[src/rtl/urc_pkg.sv]
// ----------------------------------------------------------------------------
// urc_pkg: shared types and constants of the ultrasonic ranging controller
// Field widths, FIFO sizing, command and status codes, and register indexes.
// ----------------------------------------------------------------------------
package urc_pkg;

  // FIFO sizing and distance resolution.
  localparam int unsigned FIFO_DEPTH    = 8;
  localparam int unsigned DISTANCE_BITS = 10;
  localparam int unsigned IDX_W         = $clog2(FIFO_DEPTH);
  localparam int unsigned CNT_W         = $clog2(FIFO_DEPTH + 1);

  localparam logic [CNT_W-1:0]         FIFO_FULL = CNT_W'(FIFO_DEPTH);
  localparam logic [IDX_W-1:0]         IDX_LAST  = IDX_W'(FIFO_DEPTH - 1);
  localparam logic [DISTANCE_BITS-1:0] DIST_MAX  = {DISTANCE_BITS{1'b1}};

  // Configuration register widths.
  localparam int unsigned PERIOD_W   = 29;
  localparam int unsigned PULSE_W    = 16;
  localparam int unsigned TPC_W      = 16;
  localparam int unsigned HOLD_W     = 25;
  localparam int unsigned CFG_DATA_W = PERIOD_W;
  localparam int unsigned CFG_IDX_W  = 3;

  // Configuration register reset values.
  localparam logic [PERIOD_W-1:0] PERIOD_RST = PERIOD_W'(25000000);
  localparam logic [PULSE_W-1:0]  PULSE_RST  = PULSE_W'(4000);
  localparam logic [TPC_W-1:0]    TPC_RST    = TPC_W'(23200);
  localparam logic [HOLD_W-1:0]   HOLD_RST   = HOLD_W'(24000000);

  typedef enum logic [CFG_IDX_W-1:0] {
    REG_CONT_MODE = 3'd0,
    REG_PERIOD    = 3'd1,
    REG_PULSE     = 3'd2,
    REG_TPC       = 3'd3,
    REG_HOLDOFF   = 3'd4
  } cfg_reg_e;

  typedef enum logic [1:0] {
    CMD_NONE  = 2'd0,
    CMD_WRITE = 2'd1,
    CMD_READ  = 2'd2
  } cmd_e;

  typedef enum logic [1:0] {
    STAT_OK         = 2'd0,
    STAT_EMPTY_SHOT = 2'd1,
    STAT_EMPTY_CONT = 2'd2
  } read_status_e;

  // Host requests toward the trigger generator.
  typedef struct packed {
    logic start;
    logic stop;
  } trig_ctrl_t;

  // Requests toward the distance FIFO.
  typedef struct packed {
    logic clear;
    logic pop;
    logic push;
  } fifo_ctrl_t;

  // FIFO status back to the top level.
  typedef struct packed {
    logic empty;
    logic pop_valid;
  } fifo_stat_t;

  // Finished echo measurement.
  typedef struct packed {
    logic                     done;
    logic [DISTANCE_BITS-1:0] distance;
  } echo_res_t;

  // Circular index advance that also works for depths other than powers of two.
  function automatic logic [IDX_W-1:0] next_idx(input logic [IDX_W-1:0] idx);
    next_idx = (idx == IDX_LAST) ? '0 : idx + 1'b1;
  endfunction

endpackage

[src/rtl/urc_trigger.sv]
// ----------------------------------------------------------------------------
// urc_trigger: trigger pulse generator
// Periodic pulses in continuous mode, single shot plus hold-off otherwise.
// ----------------------------------------------------------------------------
module urc_trigger (
  input  logic                          clk_i,
  input  logic                          rst_ni,
  input  logic                          step_i,
  input  urc_pkg::trig_ctrl_t           ctrl_i,
  input  logic                          cont_mode_i,
  input  logic [urc_pkg::PERIOD_W-1:0]  period_i,
  input  logic [urc_pkg::PULSE_W-1:0]   pulse_i,
  input  logic [urc_pkg::HOLD_W-1:0]    holdoff_i,
  output logic                          trig_o
);

  logic                         active_q, active_d;
  logic [urc_pkg::PERIOD_W-1:0] phase_q, phase_d;
  logic                         active_mid;
  logic [urc_pkg::PERIOD_W-1:0] phase_mid;
  logic [urc_pkg::PERIOD_W:0]   phase_inc;
  logic [urc_pkg::HOLD_W:0]     shot_len;

  assign shot_len = {1'b0, holdoff_i} + (urc_pkg::HOLD_W + 1)'(pulse_i);

  always_comb begin
    // Host requests act first; a start while active is ignored.
    active_mid = active_q;
    phase_mid  = phase_q;
    if (ctrl_i.stop) begin
      active_mid = 1'b0;
      phase_mid  = '0;
    end else if (ctrl_i.start && !active_q) begin
      active_mid = 1'b1;
      phase_mid  = '0;
    end

    phase_inc = {1'b0, phase_mid} + 1'b1;
    active_d  = active_mid;
    phase_d   = phase_mid;
    trig_o    = 1'b0;
    if (active_mid) begin
      trig_o = (phase_mid < urc_pkg::PERIOD_W'(pulse_i));
      if (cont_mode_i) begin
        phase_d = (phase_inc >= {1'b0, period_i}) ? '0 : phase_inc[urc_pkg::PERIOD_W-1:0];
      end else if (phase_inc >= (urc_pkg::PERIOD_W + 1)'(shot_len)) begin
        active_d = 1'b0;
        phase_d  = '0;
      end else begin
        phase_d = phase_inc[urc_pkg::PERIOD_W-1:0];
      end
    end
  end

  always_ff @(posedge clk_i or negedge rst_ni) begin
    if (!rst_ni) begin
      active_q <= 1'b0;
      phase_q  <= '0;
    end else if (step_i) begin
      active_q <= active_d;
      phase_q  <= phase_d;
    end
  end

endmodule

[src/rtl/urc_echo.sv]
// ----------------------------------------------------------------------------
// urc_echo: echo pulse timer
// Converts the echo-high time into whole centimeters, saturating.
// ----------------------------------------------------------------------------
module urc_echo (
  input  logic                      clk_i,
  input  logic                      rst_ni,
  input  logic                      step_i,
  input  logic                      echo_i,
  input  logic [urc_pkg::TPC_W-1:0] ticks_per_cm_i,
  output urc_pkg::echo_res_t        res_o
);

  logic                              prev_q;
  logic [urc_pkg::TPC_W-1:0]         tick_q, tick_d, tick_cur;
  logic [urc_pkg::DISTANCE_BITS-1:0] cm_q, cm_d, cm_cur;
  logic [urc_pkg::TPC_W:0]           tick_inc;

  always_comb begin
    // A rising edge restarts both counters, and its own tick counts.
    tick_cur = (echo_i && !prev_q) ? '0 : tick_q;
    cm_cur   = (echo_i && !prev_q) ? '0 : cm_q;
    tick_inc = {1'b0, tick_cur} + 1'b1;
    tick_d   = tick_q;
    cm_d     = cm_q;
    if (echo_i) begin
      if (tick_inc >= {1'b0, ticks_per_cm_i}) begin
        tick_d = '0;
        cm_d   = (cm_cur < urc_pkg::DIST_MAX) ? cm_cur + 1'b1 : cm_cur;
      end else begin
        tick_d = tick_inc[urc_pkg::TPC_W-1:0];
        cm_d   = cm_cur;
      end
    end
    res_o.done     = !echo_i && prev_q;
    res_o.distance = cm_q;
  end

  always_ff @(posedge clk_i or negedge rst_ni) begin
    if (!rst_ni) begin
      prev_q <= 1'b0;
      tick_q <= '0;
      cm_q   <= '0;
    end else if (step_i) begin
      prev_q <= echo_i;
      tick_q <= tick_d;
      cm_q   <= cm_d;
    end
  end

endmodule

[src/rtl/urc_fifo.sv]
// ----------------------------------------------------------------------------
// urc_fifo: distance FIFO
// Circular store that overwrites its oldest entry when a push finds it full.
// ----------------------------------------------------------------------------
module urc_fifo (
  input  logic                              clk_i,
  input  logic                              rst_ni,
  input  logic                              step_i,
  input  urc_pkg::fifo_ctrl_t               ctrl_i,
  input  logic [urc_pkg::DISTANCE_BITS-1:0] push_data_i,
  output urc_pkg::fifo_stat_t               stat_o,
  output logic [urc_pkg::DISTANCE_BITS-1:0] pop_data_o,
  output logic [urc_pkg::CNT_W-1:0]         count_o
);

  logic [urc_pkg::DISTANCE_BITS-1:0] store_q [urc_pkg::FIFO_DEPTH];
  logic [urc_pkg::IDX_W-1:0]         wr_idx_q, wr_idx_d, wr_mid;
  logic [urc_pkg::IDX_W-1:0]         rd_idx_q, rd_idx_d, rd_mid;
  logic [urc_pkg::CNT_W-1:0]         cnt_q, cnt_d, cnt_mid;
  logic                              pop_ok;

  assign stat_o.empty     = (cnt_q == '0);
  assign pop_ok           = ctrl_i.pop && (cnt_q != '0);
  assign stat_o.pop_valid = pop_ok;
  assign pop_data_o       = pop_ok ? store_q[rd_idx_q] : '0;

  always_comb begin
    // Clear or pop first, then the push of this tick.
    wr_mid  = wr_idx_q;
    rd_mid  = rd_idx_q;
    cnt_mid = cnt_q;
    if (ctrl_i.clear) begin
      wr_mid  = '0;
      rd_mid  = '0;
      cnt_mid = '0;
    end else if (pop_ok) begin
      rd_mid  = urc_pkg::next_idx(rd_idx_q);
      cnt_mid = cnt_q - 1'b1;
    end
    wr_idx_d = wr_mid;
    rd_idx_d = rd_mid;
    cnt_d    = cnt_mid;
    if (ctrl_i.push) begin
      wr_idx_d = urc_pkg::next_idx(wr_mid);
      if (cnt_mid == urc_pkg::FIFO_FULL) begin
        rd_idx_d = urc_pkg::next_idx(rd_mid);
      end else begin
        cnt_d = cnt_mid + 1'b1;
      end
    end
    count_o = cnt_d;
  end

  always_ff @(posedge clk_i or negedge rst_ni) begin
    if (!rst_ni) begin
      wr_idx_q <= '0;
      rd_idx_q <= '0;
      cnt_q    <= '0;
    end else if (step_i) begin
      wr_idx_q <= wr_idx_d;
      rd_idx_q <= rd_idx_d;
      cnt_q    <= cnt_d;
    end
  end

  // Entries are undefined until written, so the store has no reset.
  always_ff @(posedge clk_i) begin
    if (step_i && ctrl_i.push) begin
      store_q[wr_mid] <= push_data_i;
    end
  end

endmodule

[src/rtl/ultrasonic_ranging_controller_top.sv]
// ----------------------------------------------------------------------------
// ultrasonic_ranging_controller_top: ultrasonic echo ranging controller
// Output: the result word of a tick is registered at the edge that takes the tick.
// Throughput: one tick word per cycle unless the consumer stalls, set by the single state update per tick.
// Reset: asynchronous; clears all control state and loads the register defaults.
// ----------------------------------------------------------------------------
module ultrasonic_ranging_controller_top (
  input  logic                                clk_i,
  input  logic                                rst_ni,
  // Tick input channel.
  input  logic                                in_valid_i,
  output logic                                in_stall_o,
  input  logic                                echo_level_i,
  input  logic [1:0]                          command_i,
  input  logic                                write_value_i,
  // Result output channel.
  output logic                                out_valid_o,
  input  logic                                out_stall_i,
  output logic                                trigger_level_o,
  output logic                                read_valid_o,
  output logic [urc_pkg::DISTANCE_BITS-1:0]   read_distance_o,
  output logic [1:0]                          read_status_o,
  output logic                                measurement_done_o,
  output logic [urc_pkg::CNT_W-1:0]           fifo_count_o,
  // Configuration write channel.
  input  logic                                cfg_valid_i,
  output logic                                cfg_ready_o,
  input  logic [urc_pkg::CFG_IDX_W-1:0]       cfg_index_i,
  input  logic [urc_pkg::CFG_DATA_W-1:0]      cfg_data_i
);

  // Each input word is one tick of the timing base. At the accepting edge the
  // whole tick is evaluated: host command, trigger phase, echo timing and the
  // FIFO update all commit together, and the result word is captured in the
  // output register. The input side is stalled only while that register holds
  // a word the consumer has not taken, so a new tick enters every cycle while
  // the output flows.

  // --------------------------------------------------------------------------
  // Configuration registers. The write port never back-pressures.
  // --------------------------------------------------------------------------
  logic                          cont_mode_q;
  logic [urc_pkg::PERIOD_W-1:0]  period_q;
  logic [urc_pkg::PULSE_W-1:0]   pulse_q;
  logic [urc_pkg::TPC_W-1:0]     tpc_q;
  logic [urc_pkg::HOLD_W-1:0]    holdoff_q;
  urc_pkg::cfg_reg_e             cfg_reg;

  assign cfg_ready_o = 1'b1;
  assign cfg_reg     = urc_pkg::cfg_reg_e'(cfg_index_i);

  always_ff @(posedge clk_i or negedge rst_ni) begin
    if (!rst_ni) begin
      cont_mode_q <= 1'b0;
      period_q    <= urc_pkg::PERIOD_RST;
      pulse_q     <= urc_pkg::PULSE_RST;
      tpc_q       <= urc_pkg::TPC_RST;
      holdoff_q   <= urc_pkg::HOLD_RST;
    end else if (cfg_valid_i && cfg_ready_o) begin
      case (cfg_reg)
        urc_pkg::REG_CONT_MODE: cont_mode_q <= cfg_data_i[0];
        urc_pkg::REG_PERIOD:    period_q    <= cfg_data_i;
        urc_pkg::REG_PULSE:     pulse_q     <= cfg_data_i[urc_pkg::PULSE_W-1:0];
        urc_pkg::REG_TPC:       tpc_q       <= cfg_data_i[urc_pkg::TPC_W-1:0];
        urc_pkg::REG_HOLDOFF:   holdoff_q   <= cfg_data_i[urc_pkg::HOLD_W-1:0];
        default: ;
      endcase
    end
  end

  // --------------------------------------------------------------------------
  // Handshake. A tick is taken whenever the output register is free or is
  // being emptied in this same cycle.
  // --------------------------------------------------------------------------
  logic out_valid_q;
  logic step;

  assign in_stall_o = out_valid_q && out_stall_i;
  assign step       = in_valid_i && !in_stall_o;

  // --------------------------------------------------------------------------
  // Host command decode. Command three is unused and does nothing.
  // --------------------------------------------------------------------------
  urc_pkg::cmd_e          cmd;
  logic                   is_write, is_read;
  urc_pkg::trig_ctrl_t    trig_ctrl;
  urc_pkg::fifo_ctrl_t    fifo_ctrl;
  urc_pkg::fifo_stat_t    fifo_stat;
  urc_pkg::echo_res_t     echo_res;
  urc_pkg::read_status_e  status;
  logic                   trig_level;
  logic [urc_pkg::DISTANCE_BITS-1:0] pop_data;
  logic [urc_pkg::CNT_W-1:0]         fifo_count;

  assign cmd      = urc_pkg::cmd_e'(command_i);
  assign is_write = (cmd == urc_pkg::CMD_WRITE);
  assign is_read  = (cmd == urc_pkg::CMD_READ);

  always_comb begin
    // In continuous mode a write of zero stops and a write of one starts.
    // In one-shot mode any write starts a shot, and a nonzero value also
    // empties the FIFO. A read that finds the FIFO empty in one-shot mode
    // fires a shot as well. The trigger unit ignores a start while busy.
    trig_ctrl.stop  = is_write && cont_mode_q && !write_value_i;
    trig_ctrl.start = (is_write && (!cont_mode_q || write_value_i))
                   || (is_read && fifo_stat.empty && !cont_mode_q);
    fifo_ctrl.clear = is_write && !cont_mode_q && write_value_i;
    fifo_ctrl.pop   = is_read;
    fifo_ctrl.push  = echo_res.done;

    status = urc_pkg::STAT_OK;
    if (is_read && fifo_stat.empty) begin
      status = cont_mode_q ? urc_pkg::STAT_EMPTY_CONT : urc_pkg::STAT_EMPTY_SHOT;
    end
  end

  urc_trigger u_trigger (
    .clk_i       (clk_i),
    .rst_ni      (rst_ni),
    .step_i      (step),
    .ctrl_i      (trig_ctrl),
    .cont_mode_i (cont_mode_q),
    .period_i    (period_q),
    .pulse_i     (pulse_q),
    .holdoff_i   (holdoff_q),
    .trig_o      (trig_level)
  );

  urc_echo u_echo (
    .clk_i          (clk_i),
    .rst_ni         (rst_ni),
    .step_i         (step),
    .echo_i         (echo_level_i),
    .ticks_per_cm_i (tpc_q),
    .res_o          (echo_res)
  );

  urc_fifo u_fifo (
    .clk_i       (clk_i),
    .rst_ni      (rst_ni),
    .step_i      (step),
    .ctrl_i      (fifo_ctrl),
    .push_data_i (echo_res.distance),
    .stat_o      (fifo_stat),
    .pop_data_o  (pop_data),
    .count_o     (fifo_count)
  );

  // --------------------------------------------------------------------------
  // Result register. The payload loads only when a tick is taken, so it holds
  // steady while the consumer stalls.
  // --------------------------------------------------------------------------
  logic                              trig_q;
  logic                              rd_valid_q;
  logic [urc_pkg::DISTANCE_BITS-1:0] rd_dist_q;
  urc_pkg::read_status_e             rd_status_q;
  logic                              done_q;
  logic [urc_pkg::CNT_W-1:0]         count_q;

  always_ff @(posedge clk_i or negedge rst_ni) begin
    if (!rst_ni) begin
      out_valid_q <= 1'b0;
    end else if (!in_stall_o) begin
      out_valid_q <= in_valid_i;
    end
  end

  always_ff @(posedge clk_i) begin
    if (step) begin
      trig_q      <= trig_level;
      rd_valid_q  <= fifo_stat.pop_valid;
      rd_dist_q   <= pop_data;
      rd_status_q <= status;
      done_q      <= echo_res.done;
      count_q     <= fifo_count;
    end
  end

  assign out_valid_o        = out_valid_q;
  assign trigger_level_o    = trig_q;
  assign read_valid_o       = rd_valid_q;
  assign read_distance_o    = rd_dist_q;
  assign read_status_o      = rd_status_q;
  assign measurement_done_o = done_q;
  assign fifo_count_o       = count_q;

  // --------------------------------------------------------------------------
  // Assertions.
  // --------------------------------------------------------------------------
  a_stall_needs_word: assert property (@(posedge clk_i) disable iff (!rst_ni)
    in_stall_o |-> out_valid_o)
    else $error("input stalled with an empty output register");

  a_accept_gives_word: assert property (@(posedge clk_i) disable iff (!rst_ni)
    (in_valid_i && !in_stall_o) |=> out_valid_o)
    else $error("accepted tick produced no result word");

  a_pop_excludes_status: assert property (@(posedge clk_i) disable iff (!rst_ni)
    out_valid_o |-> !(read_valid_o && (read_status_o != urc_pkg::STAT_OK)))
    else $error("read popped a distance and reported empty at once");

  a_count_bound: assert property (@(posedge clk_i) disable iff (!rst_ni)
    out_valid_o |-> (fifo_count_o <= urc_pkg::FIFO_FULL))
    else $error("FIFO count above depth");

  a_empty_read_no_pop: assert property (@(posedge clk_i) disable iff (!rst_ni)
    (step && is_read && fifo_stat.empty) |=> !read_valid_o)
    else $error("read on an empty FIFO returned a distance");

endmodule

[config.mk]
export PLATFORM = sky130hd
export DESIGN_NAME = ultrasonic_ranging_controller_top
export DESIGN_NICKNAME = d
export VERILOG_FILES = /design/src/rtl/urc_pkg.sv /design/src/rtl/urc_trigger.sv /design/src/rtl/urc_echo.sv /design/src/rtl/urc_fifo.sv /design/src/rtl/ultrasonic_ranging_controller_top.sv
export SDC_FILE = /design/constraint.sdc
export NUM_CORES = 1
export LEC_CHECK = 0
export ABC_AREA = 1
export BUFFER_PORTS_ARGS = -buffer_cell sky130_fd_sc_hd__buf_2
export CAP_MARGIN = 20
export CORE_UTILIZATION = 50
export DETAILED_ROUTE_END_ITERATION = 6
export GPL_TIMING_DRIVEN = 0
export HOLD_SLACK_MARGIN = 0.02
export PLACE_DENSITY = 0.67
export RECOVER_POWER = 50
export SYNTH_ARGS = -nofsm -noshare
export SYNTH_HDL_FRONTEND = slang
export SYNTH_SLANG_ARGS = --single-unit
[constraint.sdc]
create_clock -name clk_i -period 4.7 [get_ports clk_i]
set_input_delay 0.235 -clock clk_i [delete_from_list [all_inputs] [get_ports clk_i]]
set_output_delay 0.235 -clock clk_i [all_outputs]
set_load 0.02 [all_outputs]
-- Word-level counts from Yosys, hierarchy flattened
Memories as Yosys holds them, arrays and structs flattened. A register that Yosys moved wholly into a read port is not among the register bits.
Cells that the tools add are included.
- magnitude comparators: 5
- reduce and logical (&&, ||, !) cells: 32
- shifts and indexed selects: 0
- divide/modulo/power cells: 0
- multiplexer cells: 32
- bitwise gates (word level): 0
- $add $sub $neg: 9
- multipliers: 0
- equality and inequality tests: 10
- operator list (kind ; count):
    29-bit 2-to-1 mux ; 6
    16-bit 2-to-1 mux ; 2
    29-bit by 1-bit adder with 30-bit output, second input constant ; 1
    30-bit by 26-bit greater-or-equal comparator with 1-bit output ; 1
    30-bit by 29-bit greater-or-equal comparator with 1-bit output ; 1
    10-bit 2-to-1 mux ; 3
    29-bit by 16-bit less-than comparator with 1-bit output ; 1
    3-bit 2-to-1 mux ; 9
    25-bit by 16-bit adder with 26-bit output ; 1
    16-bit by 1-bit adder with 17-bit output, second input constant ; 1
    17-bit by 16-bit greater-or-equal comparator with 1-bit output ; 1
    4-bit 2-to-1 mux ; 4
    1-bit logical AND ; 14
    3-bit == test, second input constant ; 4
    2-bit AND reduction ; 6
    10-bit by 1-bit adder with 10-bit output, second input constant ; 1
    10-bit less-than comparator, second input constant ; 1
    3-bit by 1-bit adder with 3-bit output, second input constant ; 3
    1-bit logical NOT ; 7
    1-bit 2-to-1 mux ; 7
    3-bit by 2-bit == test with 1-bit output, second input constant ; 2
    4-bit by 1-bit adder with 4-bit output, second input constant ; 1
    4-bit == test, second input constant ; 1
    4-bit logical NOT ; 1
    other kinds (8) ; 9
- memory bits (writable): 80
- memories: 1
- register bits after elaboration: 164
- bits in read-only memories: 0
- logic and storage cells: 108
- latch bits: 0
- memories (memory ; depth ; width ; read ports ; clocked after Yosys merged registers in ; write ports ; RTL line ; text):
    u_fifo.store_q ; 8 ; 10 ; 1 ; 1 ; 1 ; urc_fifo.sv:16 ; logic [urc_pkg::DISTANCE_BITS-1:0] store_q [urc_pkg::FIFO_DEPTH];

-- Logic depth before layout (Yosys ltp)
Gate-level depths: netlist of the first run.
- depth after elaboration: 12
- mapped depth: 34
- gate-level depth less buffers: 30

-- Hierarchy
A second synthesis of the first run with hierarchy kept.
- cell total of the unflattened synthesis: 1997
- area total of the unflattened synthesis: 16065.4 µm²
- modules (own cells, without submodules) (module ; sequential area each (µm²) ; area each (µm²) ; times used ; cells each):
    urc_trigger ; 750.7 ; 5422.7 ; 1 ; 836
    ultrasonic_ranging_controller_top ; 2815.2 ; 4167.7 ; 1 ; 429
    urc_fifo ; 2652.5 ; 4087.7 ; 1 ; 379
    urc_echo ; 675.6 ; 2387.3 ; 1 ; 353

-- Worst setup path after synthesis of the first run
Ideal clock, no wire load.
- path kind: register to register
- from: reg u_fifo.cnt_q[0] (netlist bit)
- to: reg u_trigger.active_q
- setup time: 0.164 ns
- arrival: 3.935 ns
- stages on the path, launching flop included: 35
- slack: 0.601 ns
- period minus slack after synthesis: 4.099 ns
- required time: 4.536 ns
- path through: dfrtp_1 inv_1 ha_1 nand4_2 nand2_2 nand2_4 buf_12 buf_6 buf_6 nand3_1 inv_1 ha_1 nand2_1 nand3b_1 nor2_4 nand2_4 nor2_4 nand3_1 xnor2_1 inv_1 ha_1 nand2_1 nor2_1 nand2_1 o31ai_1 nor2_1 nand2_1 nand2_1 nand2_1 a21oi_2 nand3_2 nand2_4 buf_12 nand3_1 o21ai_0
- cells in the longest elaborated chain, start to end: 12
- ends and longest elaborated chain (item ; RTL line ; text):
    start, declared ; urc_fifo.sv:19 ; logic [urc_pkg::CNT_W-1:0] cnt_q, cnt_d, cnt_mid;
    start signal, assigned ; urc_fifo.sv:62 ; cnt_q <= cnt_d;
    4-bit logical NOT (*) ; urc_fifo.sv:22 ; assign stat_o.empty = (cnt_q == '0);
    1-bit logical AND (*) (2 in series) ; ultrasonic_ranging_controller_top.sv:106 ; || (is_read && fifo_stat.empty && !cont_mode_q);
    1-bit logical OR (*) ; ultrasonic_ranging_controller_top.sv:106 ;
    1-bit logical AND (*) ; urc_trigger.sv:33 ; end else if (ctrl_i.start && !active_q) begin
    29-bit 2-to-1 mux ; urc_trigger.sv:33 ;
    29-bit 2-to-1 mux ; urc_trigger.sv:30 ; if (ctrl_i.stop) begin
    29-bit by 1-bit adder with 30-bit output ; urc_trigger.sv:38 ; phase_inc = {1'b0, phase_mid} + 1'b1;
    30-bit by 26-bit greater-or-equal comparator with 1-bit output ; urc_trigger.sv:46 ; end else if (phase_inc >= (urc_pkg::PERIOD_W + 1)'(shot_len)) begin
    1-bit 2-to-1 mux ; urc_trigger.sv:46 ;
    1-bit 2-to-1 mux ; urc_trigger.sv:44 ; if (cont_mode_i) begin
    1-bit 2-to-1 mux (*) ; urc_trigger.sv:42 ; if (active_mid) begin
    end signal, assigned ; urc_trigger.sv:60 ; active_q <= active_d;
    end, declared ; urc_trigger.sv:17 ; logic active_q, active_d;
Mark *: on every way between the ends. The rest lies on a longest branch, timed or not.
A chain may end at the register's enable or synchronous reset.

-- Final worst setup path of the first run
- from: reg u_fifo.cnt_q[1] (netlist bit)
- to: reg u_trigger.phase_q[8] (netlist bit)
- cells in the longest elaborated chain, start to end: 12
- ends and longest elaborated chain (item ; RTL line ; text):
    4-bit logical NOT (*) ; urc_fifo.sv:22 ;
    1-bit logical AND (*) (2 in series) ; ultrasonic_ranging_controller_top.sv:106 ;
    1-bit logical OR (*) ; ultrasonic_ranging_controller_top.sv:106 ;
    1-bit logical AND (*) ; urc_trigger.sv:33 ;
    29-bit 2-to-1 mux ; urc_trigger.sv:33 ;
    29-bit 2-to-1 mux ; urc_trigger.sv:30 ;
    29-bit by 1-bit adder with 30-bit output ; urc_trigger.sv:38 ;
    30-bit by 26-bit greater-or-equal comparator with 1-bit output or 30-bit by 29-bit greater-or-equal comparator with 1-bit output (tied branches) ; urc_trigger.sv:46, urc_trigger.sv:45 ;
    29-bit 2-to-1 mux (on tied branches) ; urc_trigger.sv:46, urc_trigger.sv:45 ;
    29-bit 2-to-1 mux ; urc_trigger.sv:44 ;
    29-bit 2-to-1 mux (*) ; urc_trigger.sv:42 ;
    end signal, assigned ; urc_trigger.sv:61 ; phase_q <= phase_d;
    end, declared ; urc_trigger.sv:18 ; logic [urc_pkg::PERIOD_W-1:0] phase_q, phase_d;
Marked as above.

==> impl_metrics.py, run 1 <==
metrics = {
    "min_path": {
        "worstHoldPathType": "in -> reg",
    },
    "critical_path": {
        "critPathKind": "reg -> reg",
        "crit_path_frequent_cell": "nand2_1",
        "critical_path.slowest_cell": "dfrtp_1",
        "end_kind": "register",
        "r2r_slack_ns": 0.20,
        "cpPeakStageDelay_ns": 0.37,
        "crit_end": "u_trigger.phase_q[8]",
        "arrival_ns": 4.98,
        "rr_worst_depth": 30,
        "crit_path_start": "u_fifo.cnt_q[1]",
        "worstSetupStartpointType": "register",
        "crit_fanout": 5,
        "r2r_end": "u_trigger.phase_q[8]",
        "r2r-start": "u_fifo.cnt_q[1]",
        "cp_data_required_time_ns": 5.19,
    },
    "placement": {
        "gp_congestion": 0.947,
        "port_buffers": 61,
        "post-dp-hpwl_um": 29900,
    },
    "cts": {
        "cts_sinks": 254,
        "cts_tree": "done",
        "h-tree-depth": 1,
        "clockBufferDepth": 3,
        "cts.clk_slew.worst_paths_ns": 0.07,
        "root_buffer": "clkbuf_16",
        "cts_buffers": 28,
        "clkLatencyLatePin_ns": 0.56,
    },
    "yosys": {
        "synth-simple-area-share_pct": 21.3,
        "avgSynthCellArea_um2": 8.33,
        "syn-cell-area_mm2": 0.0157,
        "syn_nets": 2035,
        "ys_ff_latch": 254,
        "synth_compound_area_share_pct": 12.9,
        "synthFlopType": "dfrtp_1",
        "synth.area.mux_share_pct": 0,
        "synth-xor-area-share_pct": 3.41,
        "async_reset_ff_share_pct": 61.0,
        "synth_fa_ha_area_share_pct": 9.16,
        "yosys_warnings": 0,
        "yosysUniqueCellTypes": 53,
        "synth_edf_count": 99,
        "seq_area_frac_synth_pct": 44.0,
        "synth_top_family_by_area": "simple AND/OR/NAND/NOR gates",
        "synthCells": 1880,
    },
    "power": {
        "p_per_area_mw_per_mm2": 507,
        "power_frac_seq_pct": 31.7,
        "p_comb_share_pct": 43.3,
        "switchingPower_mw": 3.75,
        "sw_frac_of_total_pct": 39.9,
        "intPower_mw": 5.66,
        "p_leak_nw": 8.58,
        "peakVddDrop_v": 0.000385,
        "pwr-share-clk_pct": 24.9,
        "power_mw": 9.42,
    },
    "layout": {
        "n_antenna_cell": 0,
        "syn2layout_area_growth_pct": 18.7,
        "layout-drive-gt1-share_pct": 16.8,
        "nets": 2192,
    },
    "die": {
        "core_area_mm2": 0.0307,
        "io_pins": 63,
        "die_x_um": 179,
        "dieArea_mm2": 0.0320,
        "rows": 64,
        "start_util_pct": 51.0,
        "die_y_um": 179,
    },
    "routing": {
        "vias_per_cell": 5.42,
        "ant_nets": 0,
        "drc": 0,
        "totalWireLength_um": 42000,
        "vias": 13300,
        "drt_iter0_drc": 1108,
        "firstDrtPassIters": 5,
        "avgRoutedWirePerCell_um": 17.1,
    },
    "global_route": {
        "grt_pass1_vias": 12700,
        "antenna_found_initial": 0,
        "grt_overflow": 0,
        "grt_first_pass_wirelength_um": 65300,
        "grt_util_all_layers_pct": 26.2,
        "grt_max_degree": 97,
    },
    "sta": {
        "min_period_ns": 4.50,
        "skew_ns": 0.0136,
        "finalHoldViolations": 0,
        "min_period_over_period_pct": 95.7,
        "slew_viol_final": 60,
        "slew_headroom_pct": -137,
        "setup_viol": 0,
        "fin_tns_setup_ns": 0,
        "worst_pin_slew_ns": 3.56,
        "fmax_ghz": 0.222,
    },
    "flow_run": {
        "drv_cap": 1,
    },
    "run_status": {
        "outcome": "finished, violations left",
        "violations": "max-capacitance violations, max-slew violations",
    },
}
-- Yosys cell counts (5+ instances only) --
library cell	instances	area share (%)
nor4_1	9	0.36
nand3_1	68	2.2
inv_1	283	6.8
nor3_1	20	0.64
xor2_1	40	2.2
a21oi_2	20	1.1
o21ai_1	6	0.19
clkbuf_1	50	1.2
o21ai_0	206	6.6
o22ai_1	22	0.88
ha_1	113	9.0
nor2_2	11	0.44
nand2_1	297	7.1
o211ai_1	5	0.24
nand2_2	8	0.32
nand3_2	30	1.9
nand4_1	28	1.1
nor2_1	235	5.6
nor2_4	5	0.36
dfrtp_1	121	19
a31oi_1	13	0.52
nand3b_1	5	0.24
xnor2_1	21	1.2
a21oi_1	75	2.4
dfstp_2	34	5.7
edfxtp_1	99	19
buf_6	5	0.36
-- cells by family after synthesis --
kind of cell    Yosys count
fa+ha+maj               114
compound gates          366
other cells               1
xor+xnor                 61
flops                   254
buf+inv                 353
simple gates            731
-- area by class of cell --
| cell class | instances | area (um^2) |
|---|---|---|
| Tap cell | 396 | 495 |
| Inverter | 287 | 1080 |
| Clock buffer | 37 | 806 |
| Sequential cell | 254 | 6890 |
| Fill cell | 2680 | 12100 |
| Timing Repair Buffer | 127 | 972 |
| Multi-Input combinational cell | 1274 | 7760 |
| Clock inverter | 15 | 203 |
| Buffer | 65 | 382 |
-- metal layers --
metal | share of wire (%) | up-vias | track usage [%]
met5 | 0 | - | 0
met4 | 2.2 | 0 | 6.74
met3 | 5.6 | 62 | 3.16
met2 | 45 | 380 | 41.9
met1 | 47 | 6336 | 37.5
li1 | - | 6533 | -
-- sequential cells by signal, summed over array words and instances (netlist names) --
name and flops:
tpc_q 16, read_status_o 2, u_echo.cm_q 10, cont_mode_q 1
holdoff_q 25, measurement_done_o 1, u_trigger.active_q 1, trigger_level_o 1
read_valid_o 1, pulse_q 16, u_echo.prev_q 1, period_q 29
read_distance_o 10, u_fifo.wr_idx_q 3, u_fifo.store_q 80, out_valid_o 1
u_fifo.cnt_q 4, fifo_count_o 4, u_fifo.rd_idx_q 3, u_echo.tick_q 16
u_trigger.phase_q 29
-- critical path: cells and delay by family, from the launching register on --
family,cells,cell delay (ns)
simple gates,15,1.98
buf+inv,7,0.72
compound gates,5,0.62
fa+ha+maj,2,0.47
flops,1,0.37
xor+xnor,1,0.22
-- power by group through the flow --
stage          logic [mW]  registers [mW]  clock network, mW
6_report             4.08            2.99               2.35
2_1_floorplan        2.63            2.96                  0
3_3_place_gp         3.45            3.00                  0
5_1_grt              4.58            3.03               2.47
4_1_cts              3.72            2.97               2.39
3_5_place_dp         3.57            3.01                  0
-- cell usage in the layout (no fill, tap or decap), types with 9 or more instances in the layout --
master,synthesis,layout
buf_4,3,34
o22ai_1,22,22
nand2_1,297,288
a31oi_1,13,13
o21ai_0,206,201
nand2_2,8,15
a21oi_2,20,24
nor3_1,20,18
xor2_1,40,32
xnor2_1,21,19
inv_1,283,277
edfxtp_1,99,99
dfrtp_1,121,121
nor2_2,11,11
nor2_1,235,230
o21ai_1,6,10
dlygate4sd3_1,0,25
clkbuf_1,50,55
a21oi_1,75,70
dfstp_2,34,34
clkbuf_16,0,32
nand3_2,30,35
inv_2,4,9
nand4_1,28,28
ha_1,113,107
buf_2,2,60
nand3_1,68,58
nor2_4,5,10
-- worst min-delay path by stage --
stage	from	end	slack (ns)	depth (start not counted)
4_1_cts	cfg_data_i[2]	holdoff_q[2]	0.02	3
5_1_grt	cfg_data_i[2]	tpc_q[2]	0.04	3
2_1_floorplan	rst_ni	cont_mode_q	-0.06	0
6_report	cfg_data_i[2]	tpc_q[2]	0.04	3
3_3_place_gp	in_valid_i	out_valid_o	0.43	3
3_5_place_dp	rst_ni	period_q[17]	0.21	1
-- per-stage QoR --
step | util, % | hold WS, ns | worst slack (ns) | std cells | area (um^2)
after detailed placement | 53.8 | 0.214 | -0.643 | 2338 | 16500
after floorplan | - | -0.0606 | 0.601 | 1880 | 15700
after CTS | 58.7 | 0.0225 | 0.0102 | 2430 | 18000
final | 60.6 | 0.0389 | 0.201 | 2455 | 18600
after global routing | 60.6 | 0.0354 | -0.0935 | 2455 | 18600
after global placement | 53.7 | 0.435 | -0.612 | 2337 | 16500
-- repair_timing --
item,CTS,global route
endpoints found under the hold margin,104,0
gates resized for setup,24,77
hold buffers,25,0
setup buffers,14,22
pin swaps,7,27
setup endpoints to repair,30,30
gates cloned,1,4
Power figures use the tool's default switching activity.
==> run 2: changes to the inputs <==
--- a/config.mk
+++ b/config.mk
@@ -5,12 +5,11 @@
 export SDC_FILE = /design/constraint.sdc
 export NUM_CORES = 1
 export LEC_CHECK = 0
-export ABC_AREA = 1
 export BUFFER_PORTS_ARGS = -buffer_cell sky130_fd_sc_hd__buf_2
 export CAP_MARGIN = 20
+export CORE_ASPECT_RATIO = 1.5
 export CORE_UTILIZATION = 50
 export DETAILED_ROUTE_END_ITERATION = 6
-export GPL_TIMING_DRIVEN = 0
 export HOLD_SLACK_MARGIN = 0.02
 export PLACE_DENSITY = 0.67
 export RECOVER_POWER = 50
==> run 2 against run 1 <==
Against the previous run:
- the flow still finishes with violations (max-capacitance violations, max-slew violations)
- critical path type unchanged
- sequential share of layout area up 4.0 points
- highest routed layer unchanged
- die area fell by 8.4%
- maximum frequency decreased by 3.2%
- first-iteration DRC count down 54%
- non-clock buffer count shrank 31
- final cell count shrank 25%
- via count down 21%
- power is 24% lower
==> impl_metrics.py, run 2 <==
metrics = {
    "yosys": {
        "netlist_top_cells_count": "155 x nand2_1, 121 x dfrtp_1, 113 x ha_1",
        "ys_ff_latch": 254,
        "synth_edf_count": 99,
        "synth_top_area_cell": "dfrtp_1",
        "avgSynthCellArea_um2": 10.7,
        "seq_area_frac_synth_pct": 48.2,
        "synth_top_area_share_pct": 21.1,
        "synthFlopType": "dfrtp_1",
        "synth_most_common_cell": "nand2_1",
        "yosysUniqueCellTypes": 75,
        "async_reset_ff_share_pct": 61.0,
        "synthTopCellsByArea": "dfrtp_1 21%, edfxtp_1 21%, ha_1 9.9%",
        "syn_nets": 1498,
        "yosys_warnings": 0,
        "synthCells": 1343,
        "syn-cell-area_mm2": 0.0143,
    },
    "global_route": {
        "grt_pass1_vias": 10900,
        "grt_util_all_layers_pct": 24.7,
        "grt_max_degree": 62,
        "grt_first_pass_wirelength_um": 56800,
        "grt_overflow": 0,
        "antenna_found_initial": 1,
    },
    "routing": {
        "ant_nets": 0,
        "avgRoutedWirePerCell_um": 19.0,
        "dr_wl_met3_um": 922,
        "vias_per_cell": 5.74,
        "wl_met1_um": 13400,
        "wl_met2_um": 18700,
        "drt_iter0_drc": 508,
        "dr.max_layer_used": "met4",
        "vias": 10600,
        "drc": 0,
        "totalWireLength_um": 35000,
        "firstDrtPassIters": 5,
    },
    "critical_path": {
        "crit_end": "u_trigger.phase_q[22]",
        "worstSetupStartpointType": "register",
        "arrival_ns": 5.11,
        "crit_path_start": "u_fifo.cnt_q[0]",
        "cp_data_required_time_ns": 5.16,
        "r2r-start": "u_fifo.cnt_q[0]",
        "crit_fanout": 5,
        "end_kind": "register",
        "critPathKind": "reg -> reg",
        "rr_worst_depth": 24,
        "r2r_end": "u_trigger.phase_q[22]",
        "r2r_slack_ns": 0.05,
    },
    "min_path": {
        "worstHoldPathType": "in -> reg",
    },
    "layout": {
        "largest_reg_flops": 80,
        "layout_commonest_cell": "nand2_1",
        "layout-drive-gt1-share_pct": 20.5,
        "design_area_mm2": 0.0168,
        "syn2layout_area_growth_pct": 17.1,
        "largest_register": "u_fifo.store_q",
        "layout_common_cells": "154 x nand2_1, 121 x dfrtp_1, 111 x ha_1, 99 x edfxtp_1, 94 x o21ai_0",
        "nets": 1633,
        "stdcell_count": 1843,
        "reg_top3": "u_fifo.store_q x80, period_q x29, u_trigger.phase_q x29",
    },
    "die": {
        "die_x_um": 140,
        "dieArea_mm2": 0.0293,
        "start_util_pct": 51.0,
        "core_area_mm2": 0.0281,
        "io_pins": 63,
        "die_y_um": 209,
        "rows": 75,
    },
    "cts": {
        "clkLatencyLatePin_ns": 0.54,
        "cts.clk_slew.worst_paths_ns": 0.07,
        "cts_sinks": 254,
        "root_buffer": "clkbuf_16",
        "cts_buffers": 25,
        "cts_tree": "done",
        "clockBufferDepth": 3,
        "h-tree-depth": 1,
    },
    "sta": {
        "slew_viol_final": 146,
        "finalHoldViolations": 0,
        "setup_viol": 0,
        "slew_headroom_pct": -125,
        "skew_ns": 0.0145,
        "min_period_ns": 4.65,
        "min_period_over_period_pct": 98.9,
        "worst_pin_slew_ns": 3.37,
        "rsz0062_at_grt": "yes",
        "fmax_ghz": 0.215,
    },
    "placement": {
        "port_buffers": 61,
        "dp_cells": 1749,
        "place_area_mm2": 0.0154,
        "gp_congestion": 0.912,
        "post-dp-hpwl_um": 25800,
    },
    "power": {
        "peakVddDrop_v": 0.000350,
        "p_leak_nw": 7.11,
        "p_per_area_mw_per_mm2": 428,
    },
    "run_status": {
        "outcome": "finished, violations left",
        "violations": "max-capacitance violations, max-slew violations",
    },
    "flow_run": {
        "drv_cap": 3,
    },
}
[run 2: per-layer routing]
metal  track usage (%)  vias to the layer above
met2              46.1                      210
li1                  -                     5124
met5                 0                        -
met1              27.4                     5150
met3              2.53                       95
met4              13.8                        0
[run 2: final cells by class]
| type | instances | area, um^2 |
|---|---|---|
| diodes | 1 | 2.50 |
| clock buffers | 28 | 637 |
| clock inverters | 17 | 231 |
| fillers | 2317 | 11300 |
| inverters | 83 | 312 |
| multi-input cells | 953 | 7160 |
| flip-flops and latches | 254 | 6890 |
| well taps | 346 | 433 |
| repair buffers | 161 | 1100 |
[run 2: worst min path at each step]
stage / startpoint / end / slack, ns / cells after the start
floorplan: rst_ni / cont_mode_q / -0.06 / 0
global placement: rst_ni / holdoff_q[23] / 0.26 / 1
detailed placement: rst_ni / holdoff_q[23] / 0.26 / 1
CTS: cfg_data_i[0] / tpc_q[0] / 0.08 / 2
global route: cfg_data_i[0] / tpc_q[0] / 0.08 / 2
finish: cfg_data_i[0] / tpc_q[0] / 0.10 / 2
[run 2: logic make-up after synthesis]
logic type | after synthesis | share of synthesized area, %
XOR/XNOR | 63 | 3.85
flip-flops | 254 | 48.2
multiplexers | 87 | 8.25
AO/OA/AOI/OAI | 264 | 11.6
buffers and inverters | 136 | 3.68
other | 1 | 0.0262
adder cells (fa/ha/maj) | 115 | 10.1
AND/OR/NAND/NOR | 423 | 14.4
[run 2: repair_timing]
action,CTS,global route
resized for setup,27,22
hold buffers,31,0
setup endpoints to repair,29,29
hold endpoints to repair,119,0
buffers inserted,7,8
pin swaps,9,8
gates cloned,0,1
[run 2: critical path: stages, from the launching register on]
cell,delay (ns)
dfrtp_1,0.40
inv_2,0.07
ha_2,0.18
or3b_4,0.41
nor4_4,0.29
buf_6,0.16
or2_4,0.14
nor2_4,0.04
ha_4,0.17
nand3_4,0.12
nor4_4,0.05
and3_4,0.19
nand3_2,0.08
xor2_1,0.17
nor2_2,0.07
ha_1,0.31
nand4_1,0.11
or2_4,0.14
nor4_1,0.04
nor3_1,0.14
o21ai_1,0.09
or4_4,0.52
a21oi_4,0.19
or3b_1,0.35
mux2i_1,0.13
[run 2: through the flow]
stage          worst slack, ns  utilization (%)  setup TNS [ns]  hold WS, ns  total power [mW]
2_1_floorplan           0.0108                -               0      -0.0606              4.31
3_3_place_gp            -0.213             54.7           -3.01        0.262              4.91
6_report                0.0502             59.8               0        0.102              7.18
5_1_grt                 -0.163             59.8           -5.53       0.0771              7.59
4_1_cts                 0.0160             59.5               0       0.0751              7.18
3_5_place_dp            -0.304             54.7           -4.83        0.257              4.97
[run 2: where the power goes]
part,internal [mW],switching [mW]
Clock,1.26,0.886
Combinational,0.954,1.18
Sequential,2.64,0.257
==> run 3: changes to the inputs <==
--- a/config.mk
+++ b/config.mk
@@ -10,6 +10,7 @@
 export CORE_ASPECT_RATIO = 1.5
 export CORE_UTILIZATION = 50
 export DETAILED_ROUTE_END_ITERATION = 6
+export GPL_TIMING_DRIVEN = 0
 export HOLD_SLACK_MARGIN = 0.02
 export PLACE_DENSITY = 0.67
 export RECOVER_POWER = 50
==> run 3 against run 2 <==
Against the previous run:
- the run ends with max-capacitance violations, max-slew violations, negative setup slack left
- clock skew grew 0.0026 ns
- wire length is 5.1% higher
- clock-buffer cell count grew 5
- hold slack got worse by 0.051 ns
- die area is the same
- non-clock buffer count rose by 12
- maximum frequency shrank 3.2%
- sequential share of layout area down 0.30 points
- critical path depth unchanged
- highest routed layer unchanged
- utilization grew 0.44 points
- register-to-register slack worse by 0.15 ns
- first-iteration DRC count up 17%
==> impl_metrics.py, run 3 (synthesis gave the netlist of run 2 again) <==
metrics = {
    "run_status": {
        "outcome": "finished, violations left",
        "violations": "max-capacitance violations, max-slew violations, negative setup slack",
    },
    "layout": {
        "nets": 1646,
        "reg_top3": "u_fifo.store_q x80, period_q x29, u_trigger.phase_q x29",
        "largest_reg_flops": 80,
        "layout-drive-gt1-share_pct": 21.0,
        "largest_register": "u_fifo.store_q",
        "n_antenna_cell": 0,
        "layout_common_cells": "154 x nand2_1, 121 x dfrtp_1, 109 x ha_1, 99 x edfxtp_1, 93 x o21ai_0",
        "layout_commonest_cell": "nand2_1",
        "final_core_util_pct": 60.2,
        "syn2layout_area_growth_pct": 18.0,
        "design_area_mm2": 0.0169,
    },
    "critical_path": {
        "critPathKind": "reg -> reg",
        "rr_worst_depth": 24,
        "crit_path_frequent_cell": "nor4_4",
        "cp_data_required_time_ns": 5.17,
        "r2r_end": "u_trigger.phase_q[22]",
        "crit_chain": "inv_2 -> ha_4 -> or3b_4 -> nor4_4 -> or2_4 -> buf_12 -> nor2_4 -> ha_4 -> nand3_4 -> nor4_4 -> and3_4 -> nand3_4 -> xor2_2 -> nor2_2 -> ha_1 -> nand4_1 -> or2_4 -> nor4_4 -> nor3_2 -> o21ai_1 -> or4_4 -> a21oi_4 -> or3b_1 -> mux2i_1",
        "worst-path-buf-inv": 2,
        "path_delay_family": "simple AND/OR/NAND/NOR gates",
        "end_kind": "register",
        "critical_path.slowest_cell": "or4_4",
        "cpPeakStageDelay_ns": 0.51,
        "r2r_slack_ns": -0.10,
        "arrival_ns": 5.27,
        "crit_fanout": 4,
        "worstSetupStartpointType": "register",
        "r2r-start": "u_fifo.cnt_q[0]",
    },
    "global_route": {
        "met1_usage_pct": 27.3,
        "grt_pass1_vias": 11200,
        "antenna_found_initial": 0,
        "grt.met3_usage_pct": 2.42,
        "grt_util_all_layers_pct": 26.0,
        "busiest_layer": "met2",
        "grt_max_degree": 120,
        "use_met2_pct": 49.8,
        "grt_first_pass_wirelength_um": 58800,
        "grt_overflow": 0,
    },
    "sta": {
        "slew_viol_final": 166,
        "setup_ws_ns": -0.103,
        "slew_headroom_pct": -46.1,
        "rsz0062_at_grt": "yes",
        "fin_tns_setup_ns": -0.355,
        "fmax_ghz": 0.208,
        "skew_ns": 0.0171,
        "setup_viol": 21,
        "worst_pin_slew_ns": 2.19,
        "min_period_ns": 4.80,
        "finalHoldViolations": 0,
        "min_period_over_period_pct": 102,
    },
    "power": {
        "p_per_area_mw_per_mm2": 426,
        "peakVddDrop_v": 0.000313,
        "power_mw": 7.20,
        "p_leak_nw": 7.15,
    },
    "placement": {
        "gp_congestion": 0.919,
        "pre_cts_slack_ns": -1.32,
        "port_buffers": 61,
        "place_area_mm2": 0.0153,
        "post-dp-hpwl_um": 27300,
    },
    "die": {
        "io_pins": 63,
        "dieArea_mm2": 0.0293,
        "start_util_pct": 51.0,
        "die_x_um": 140,
        "die_y_um": 209,
        "rows": 75,
        "core_area_mm2": 0.0281,
    },
    "routing": {
        "vias": 10800,
        "avgRoutedWirePerCell_um": 19.8,
        "totalWireLength_um": 36700,
        "drc": 0,
        "drt_iter0_drc": 594,
        "vias_per_cell": 5.79,
        "firstDrtPassIters": 7,
        "ant_nets": 0,
    },
    "cts": {
        "cts_sinks": 254,
        "cts_tree": "done",
        "cts.clk_slew.worst_paths_ns": 0.06,
        "cts_buffers": 26,
        "root_buffer": "clkbuf_16",
        "clkLatencyLatePin_ns": 0.54,
        "h-tree-depth": 1,
        "clockBufferDepth": 3,
    },
    "min_path": {
        "hold_path_end": "period_q[15]",
        "hold_start": "cfg_data_i[15]",
        "worstHoldPathType": "in -> reg",
        "worst_hold_path.num_cells": 3,
    },
    "flow_run": {
        "drv_cap": 3,
    },
}
run 3: changes by cell type in the layout (fill, tap and decap cells not counted), sizes merged, moves of 2 or more:
cell	previous run	this run
bufinv	5	3
clkinvlp	7	4
clkinv	6	8
clkbuf	58	78
buf	100	98
run 3: worst max-delay path by stage:
stage / startpoint / endpoint / slack (ns) / cells after the start
after global routing: u_fifo.cnt_q[0] / u_trigger.phase_q[22] / -0.28 / 24
after detailed placement: u_fifo.cnt_q[0] / u_trigger.phase_q[19] / -1.32 / 27
after CTS: u_fifo.cnt_q[0] / u_trigger.phase_q[22] / -0.25 / 24
after global placement: cont_mode_q / u_trigger.phase_q[23] / -1.28 / 26
after floorplan: u_fifo.cnt_q[0] / u_trigger.phase_q[22] / 0.01 / 26
final: u_fifo.cnt_q[0] / u_trigger.phase_q[22] / -0.10 / 24
run 3: area by class of cell:
cell class              count  area (um^2)
plain buffers              51          246
clock buffers              33          728
clock inverters            15          166
fillers                  2296        11200
inverters                  83          312
multi-input cells         953         7240
flip-flops and latches    254         6890
well taps                 346          433
repair buffers            122          871
run 3: power by group:
group          internal [mW]  switching (mW)
clock                   1.27           0.892
combinational          0.953            1.25
sequential              2.64           0.203
total                   4.86            2.34
run 3: metal layers:
layer / share of wire (%) / up-vias
met3: 3.0 / 111
met4: 6.1 / 0
met2: 54 / 247
met5: 0 / -
li1: - / 5135
met1: 37 / 5262
run 3: metrics by stage:
| stage | cells | hold slack (ns) |
|---|---|---|
| finish | 1857 | 0.0511 |
| CTS | 1853 | 0.0341 |
| detailed placement | 1757 | 0.139 |
| global route | 1857 | 0.0557 |
| global placement | 1750 | 0.438 |
| floorplan | 1343 | -0.0606 |
run 3: worst register-to-register path: stages (launching register included):
cell and delay [ns]:
dfrtp_1 0.38, inv_2 0.07, ha_4 0.16, or3b_4 0.25, nor4_4 0.06, or2_4 0.28
buf_12 0.13, nor2_4 0.13, ha_4 0.16, nand3_4 0.10, nor4_4 0.22, and3_4 0.27
nand3_4 0.08, xor2_2 0.16, nor2_2 0.17, ha_1 0.27, nand4_1 0.11, or2_4 0.18
nor4_4 0.06, nor3_2 0.20, o21ai_1 0.09, or4_4 0.51, a21oi_4 0.19, or3b_1 0.37
mux2i_1 0.12
run 3: repair_timing:
action                                 CTS  global route
resized for setup                       39            41
endpoints found under the hold margin  105             0
gates cloned                             1             0
setup endpoints to repair               49            45
hold buffers                            30             0
pin swaps                               16            25
setup buffers                           19             5
